`src/cc20_pkg.sv`:
```
// shared types, constants and round functions for the chacha20 keystream xor block
// depends on nothing
package cc20_pkg;

    localparam logic [31:0] SIGMA_0 = 32'h61707865;
    localparam logic [31:0] SIGMA_1 = 32'h3320646e;
    localparam logic [31:0] SIGMA_2 = 32'h79622d32;
    localparam logic [31:0] SIGMA_3 = 32'h6b206574;
    localparam int          DOUBLE_ROUNDS = 10;
    localparam int          FIFO_DEPTH = 2;

    typedef enum logic [2:0] {
        REG_KEY_0        = 3'd0,
        REG_KEY_1        = 3'd1,
        REG_KEY_2        = 3'd2,
        REG_KEY_3        = 3'd3,
        REG_NONCE_LOW    = 3'd4,
        REG_NONCE_HIGH   = 3'd5,
        REG_START_CTR    = 3'd6,
        REG_UNUSED       = 3'd7
    } t_reg_idx;

    // one item on either side of the block
    typedef struct packed {
        logic [63:0] data;
        logic [3:0]  count;
        logic        last;
    } t_item;

    typedef logic [15:0][31:0] t_blk;

    typedef struct packed {
        logic        start;
        logic [31:0] counter;
    } t_core_req;

    typedef struct packed {
        logic done;
        logic busy;
    } t_core_sts;

    function automatic logic [31:0] rotl(input logic [31:0] v, input int n);
        rotl = (v << n) | (v >> (32 - n));
    endfunction

    function automatic logic [127:0] quarter(input logic [31:0] a_i, input logic [31:0] b_i,
                                             input logic [31:0] c_i, input logic [31:0] d_i);
        logic [31:0] a, b, c, d;
        a = a_i; b = b_i; c = c_i; d = d_i;
        a = a + b; d = rotl(d ^ a, 16);
        c = c + d; b = rotl(b ^ c, 12);
        a = a + b; d = rotl(d ^ a, 8);
        c = c + d; b = rotl(b ^ c, 7);
        quarter = {a, b, c, d};
    endfunction

    // column round then diagonal round
    function automatic t_blk double_round(input t_blk x_i);
        t_blk x;
        x = x_i;
        {x[0], x[4], x[8],  x[12]} = quarter(x[0], x[4], x[8],  x[12]);
        {x[1], x[5], x[9],  x[13]} = quarter(x[1], x[5], x[9],  x[13]);
        {x[2], x[6], x[10], x[14]} = quarter(x[2], x[6], x[10], x[14]);
        {x[3], x[7], x[11], x[15]} = quarter(x[3], x[7], x[11], x[15]);
        {x[0], x[5], x[10], x[15]} = quarter(x[0], x[5], x[10], x[15]);
        {x[1], x[6], x[11], x[12]} = quarter(x[1], x[6], x[11], x[12]);
        {x[2], x[7], x[8],  x[13]} = quarter(x[2], x[7], x[8],  x[13]);
        {x[3], x[4], x[9],  x[14]} = quarter(x[3], x[4], x[9],  x[14]);
        double_round = x;
    endfunction

endpackage

```
`src/cc20_fifo.sv`:
```
// two-entry item queue used in front of and behind the xor engine
// depends on cc20_pkg
module cc20_fifo (
    input  logic            i_clk,
    input  logic            i_rst_n,
    input  logic            i_push,
    input  cc20_pkg::t_item i_item,
    output logic            o_full,
    input  logic            i_pop,
    output cc20_pkg::t_item o_item,
    output logic            o_empty
);
    localparam int PW = $clog2(cc20_pkg::FIFO_DEPTH);
    localparam int CW = $clog2(cc20_pkg::FIFO_DEPTH + 1);

    cc20_pkg::t_item r_mem [cc20_pkg::FIFO_DEPTH];
    logic [PW-1:0]   r_wp, r_rp;
    logic [CW-1:0]   r_cnt;
    logic            do_push, do_pop;

    assign o_full  = (r_cnt == CW'(cc20_pkg::FIFO_DEPTH));
    assign o_empty = (r_cnt == '0);
    assign do_push = i_push && !o_full;
    assign do_pop  = i_pop && !o_empty;
    assign o_item  = r_mem[r_rp];

    always_ff @(posedge i_clk) begin
        if (do_push) begin
            r_mem[r_wp] <= i_item;
        end
    end

    always_ff @(posedge i_clk) begin
        if (!i_rst_n) begin
            r_wp  <= '0;
            r_rp  <= '0;
            r_cnt <= '0;
        end else begin
            if (do_push) begin
                r_wp <= (r_wp == PW'(cc20_pkg::FIFO_DEPTH - 1)) ? '0 : r_wp + 1'b1;
            end
            if (do_pop) begin
                r_rp <= (r_rp == PW'(cc20_pkg::FIFO_DEPTH - 1)) ? '0 : r_rp + 1'b1;
            end
            r_cnt <= r_cnt + CW'(do_push) - CW'(do_pop);
        end
    end
endmodule

```
`config.mk`:
```
export PLATFORM = sky130hd
export DESIGN_NAME = cc20_fifo
export DESIGN_NICKNAME = d
export VERILOG_FILES = /design/src/cc20_pkg.sv /design/src/cc20_fifo.sv
export SDC_FILE = /design/constraint.sdc
export NUM_CORES = 1
export LEC_CHECK = 0
export BUFFER_PORTS_ARGS = -buffer_cell sky130_fd_sc_hd__buf_4
export CAP_MARGIN = 30
export CORE_MARGIN = 5
export CORE_UTILIZATION = 49
export CTS_CLUSTER_SIZE = 28
export DETAILED_ROUTE_END_ITERATION = 7
export PLACE_DENSITY = 0.8
export RECOVER_POWER = 50
export SETUP_SLACK_MARGIN = 0.05
export SYNTH_ARGS = -nofsm -noshare
export SYNTH_HDL_FRONTEND = slang
export SYNTH_SLANG_ARGS = --single-unit
export TNS_END_PERCENT = 50
```
`constraint.sdc`:
```
create_clock -name i_clk -period 9 [get_ports i_clk]
set_clock_uncertainty 0.15 [all_clocks]
set_input_delay 1.35 -clock i_clk [delete_from_list [all_inputs] [get_ports i_clk]]
set_output_delay 1.35 -clock i_clk [all_outputs]
set_load 0.03 [all_outputs]
```
; After elaboration in Yosys (flattened, before gate mapping)
; Memory sizes are Yosys's and may differ from the RTL's. A register that Yosys moved wholly into a read port is not among the register bits.
; Cells that the tools add are included.
[totals]
ff_bits = 4
ram_bits = 138
input_bits = 73
output_inout_bits = 71
elab_cells = 20
mem_count = 1
[op_classes]
addsub = 4
eq_ne = 1
n_mux = 6
n_reduce_logical = 5
[mem_list]
columns = name, words, width, read_ports, rd_ports_with_merged_regs, wr, line
row1 = r_mem, 2, 69, 1, 1, 1, cc20_fifo.sv:16  ; cc20_pkg::t_item r_mem [cc20_pkg::FIFO_DEPTH];
[op_table]
columns = cell, n
row1 = $mux W1, 6
row2 = $add A1 B1 Y1 const B, 2
row3 = $add A2 B1 Y2, 1
row4 = $eq A2 B2 Y1 const B, 1
row5 = $logic_and A1 B1 Y1, 2
row6 = $logic_not A1 Y1, 2
row7 = $logic_not A2 Y1, 1
row8 = $sub A2 B1 Y2, 1

; Longest topological paths before layout
[logic_depth]
word_depth = 5
ltp_mapped = 8
ltp_nobuf = 8

; Worst setup path after synthesis
; No wires, ideal clock.
[synth_path]
path_type = input to register
start = input i_push
end = memory r_mem[0][0] (netlist bit) (enable)
setup_ns = 0.496
arrival_time_ns = 4.327
required_ns = 8.354
path_slack_ns = 4.027
stages = 2
path_buffers = 0
cell_sequence = nand2_1 nor2_1
[synth_via]
elab_chain_cells = 3
[synth_lines]
columns = item, line
row1 = "start, declared", cc20_fifo.sv:6  ; input logic i_push,
row2 = $logic_and A1 B1 Y1, cc20_fifo.sv:23  ; assign do_push = i_push && !o_full;
row3 = $mux W1, cc20_fifo.sv:28  ; if (do_push) begin
row4 = $mux W1 (not written as such), cc20_fifo.sv:29  ; r_mem[r_wp] <= i_item;
row5 = "end, declared", cc20_fifo.sv:16
; No other way between the ends.

; Final worst setup path
[layout_path]
start = input i_push
end = memory r_mem[1][44] (netlist bit) (enable)
; Same word-level chain as after synthesis.

==> flow_metrics.py <==
metrics = {
    "run_status": {
        "outcome": "complete, but fails checks",
        "violations": "max-capacitance violations, max-slew violations",
    },
    "sta": {
        "max_slew_margin_pct": -151,
        "drv_slew": 68,
        "layout_setup_ws_ps": 4510,
        "period_share_pct": 49.9,
        "hold_violations": 0,
        "fmax_mhz": 223,
        "finalCriticalPeriod_ps": 4490,
        "tightestPinTransition_ps": 3770,
        "setup_violations": 0,
        "tns_ps": 0,
        "rsz0062_at_grt": "false",
    },
    "layout": {
        "area_growth_pct": 33.2,
        "postLayoutCoreUtil_pct": 67.2,
        "n_antenna_cell": 0,
        "stdcell_count": 547,
        "finalNetCount": 473,
        "drive_gt1_share_pct": 52.3,
        "fillers": 719,
    },
    "worst_setup_path": {
        "critPathMaxFanout": 67,
        "required_ps": 8880,
        "cp-start-kind": "input pin",
        "ff2ff_setup_slack_ps": 4900,
        "endpoint_kind": "flop",
        "worstSetupPathType": "in2reg",
        "arrival_ps": 4370,
    },
    "placed_design": {
        "dp.cells": 514,
        "port_buffers": 143,
        "dp_slack_ps": 5510,
        "gp_congestion": 0.724,
        "dp_hpwl_um": 6220,
    },
    "flow_run": {
        "maxCapViolations": 1,
    },
    "drt": {
        "drt_iter0_drc": 85,
        "wl_per_cell_um": 17.5,
        "drc": 0,
        "drt_wl_total_um": 9550,
        "drt-pass1-iter-count": 4,
        "viasPerCell": 4.92,
        "ant_nets": 0,
        "vias": 2689,
    },
    "synth": {
        "postSynthAreaPerCell_um2": 21.7,
        "syn-instance-count": 242,
        "syn-num-nets": 317,
        "ys_top_cells_by_area": "edfxtp_1 79%, mux2_2 13%, mux2_4 2.9%, dfxtp_1 1.9%, buf_2 0.48%",
        "synth_xor_area_share_pct": 0.333,
        "synth-adder-area-share_pct": 0.476,
        "syn-cell-area_um2": 5260,
        "synth_compound_area_share_pct": 0.143,
        "synthDominantCellAreaShare_pct": 78.9,
        "synth_warnings": 0,
        "ys_seq_area_share_pct": 80.8,
        "yosys.area_share.simple_pct": 1.19,
        "synth_seq_cells": 143,
        "synth_top_family_by_area": "multiplexers",
        "synth.area.mux_share_pct": 15.7,
        "yosysUniqueCellTypes": 19,
        "yosys.area.top_type": "edfxtp_1",
    },
    "clock_tree": {
        "clk_pin_slew_ps": 60,
        "cts.htree.levels": 4,
        "clock_path_buffers": 2,
        "cts_resized": 0,
        "cts_tree": "built",
        "cts-root-buf": "clkbuf_8",
        "postCtsSetupRepairBufs": 0,
        "cts_buffers": 17,
        "worstSkewPairLatency_ps": 500,
        "hold_buffers": 0,
        "clock-sinks": 143,
    },
    "power": {
        "power_density_nw_per_um2": 343,
        "pwr-share-clk_pct": 31.7,
        "switching_share_pct": 30.5,
        "seq_power_share_pct": 39.2,
        "p_comb_share_pct": 29.1,
        "power_leakage_nw": 2.60,
        "switchingPower_uw": 733,
        "vdd_drop_max_mv": 0.212,
        "internal_power_mw": 1.67,
    },
    "global_route": {
        "grt_pass1_wl_um": 14900,
        "grt_pass1_vias": 2988,
        "grt-ovfl-total": 0,
        "grt_max_degree": 70,
        "grt_usage_pct": 15.3,
        "antenna_found_initial": 0,
    },
    "floorplanning": {
        "core_area_um2": 10400,
        "initial_core_util_pct": 50.5,
        "rows": 37,
        "die_x_um": 114,
        "num_io_pins": 144,
        "dieArea_um2": 12900,
        "die_h_um": 114,
    },
    "hold_path": {
        "min_path_type": "reg2reg",
    },
}
[layout make-up]
cell class	instances	area [um2]	area share [%]
sequential	143	4250	60.7
timing repair buffer	145	968	13.8
multi-input combinational	88	945	13.5
clock buffer	17	414	5.92
clock inverter	15	241	3.45
tap	136	170	2.43
inverter	3	11.3	0.161
[cell usage in the layout, fill, tap and decap left out, drive strengths merged]
cell type and instances:
edfxtp 138, mux2 69, xnor2 1, clkinv 7, bufinv 6, dfxtp 5
nor3 1, ha 2, nand2b 2, nand2 2, o21a 1, and3 1
clkinvlp 1, inv 4, and2 2, xor2 1, clkbuf 87, mux2i 1
nor2 5, buf 75
[kinds of logic after synthesis]
group / Yosys count
AO/OA/AOI/OAI: 1
XOR/XNOR: 2
adder cells (fa/ha/maj): 2
buffers and inverters: 11
flip-flops: 143
multiplexers: 70
AND/OR/NAND/NOR: 13
[layer usage]
| layer | part of all wire, % | wire length, um | vias up | track usage [%] |
|---|---|---|---|---|
| met4 | 0.58 | 55 | 0 | 5.53 |
| met1 | 40 | 3770 | 1324 | 17.9 |
| met3 | 7.6 | 725 | 6 | 6.05 |
| met5 | 0 | 0 | - | 0 |
| li1 | - | - | 1261 | - |
| met2 | 52 | 5000 | 98 | 25.8 |
[synth_stat cells (all sizes together)]
cell,instances
edfxtp,138
mux2,69
buf,8
dfxtp,5
nor2,5
inv,3
and2,2
ha,2
nand2,2
nand2b,2
and3,1
mux2i,1
nor3,1
o21a,1
xnor2,1
xor2,1
[registers in the layout (all words and copies together), names as in the netlist, named ones only]
signal,count
r_rp,1
r_mem,138
r_cnt,2
r_wp,1
[final timing paths]
kind | from | to | cells past startpoint
max | i_push | r_mem[1][44]$_DFFE_PP_ | 3
min | r_wp$_SDFFE_PN0P_ | r_wp$_SDFFE_PN0P_ | 2
max reg2reg | r_cnt[0]$_SDFF_PN0_ | r_mem[1][44]$_DFFE_PP_ | 3
min reg2reg | r_wp$_SDFFE_PN0P_ | r_wp$_SDFFE_PN0P_ | 2
[worst max-delay path, stage by stage]
cell and delay [ps]:
clkbuf_4 100, and3_1 200, clkbuf_1 2670
[power groups by stage]
| stage | Sequential [mW] | Combinational [mW] | Clock (mW) |
|---|---|---|---|
| floorplan | 0.899 | 0.515 | 0 |
| global placement | 0.943 | 0.706 | 0 |
| detailed placement | 0.952 | 0.713 | 0 |
| CTS | 0.939 | 0.717 | 0.778 |
| global route | 0.954 | 0.737 | 0.809 |
| finish | 0.940 | 0.698 | 0.761 |
[per-stage QoR]
stage          hold slack [ps]  power [mW]  area, um2
6_report                   383        2.40       7000
3_5_place_dp               365        1.66       6460
2_1_floorplan              305        1.41       5260
3_3_place_gp               345        1.65       6460
4_1_cts                    385        2.43       7120
5_1_grt                    406        2.50       7000
No activity file was read; power rests on OpenSTA's default activity.
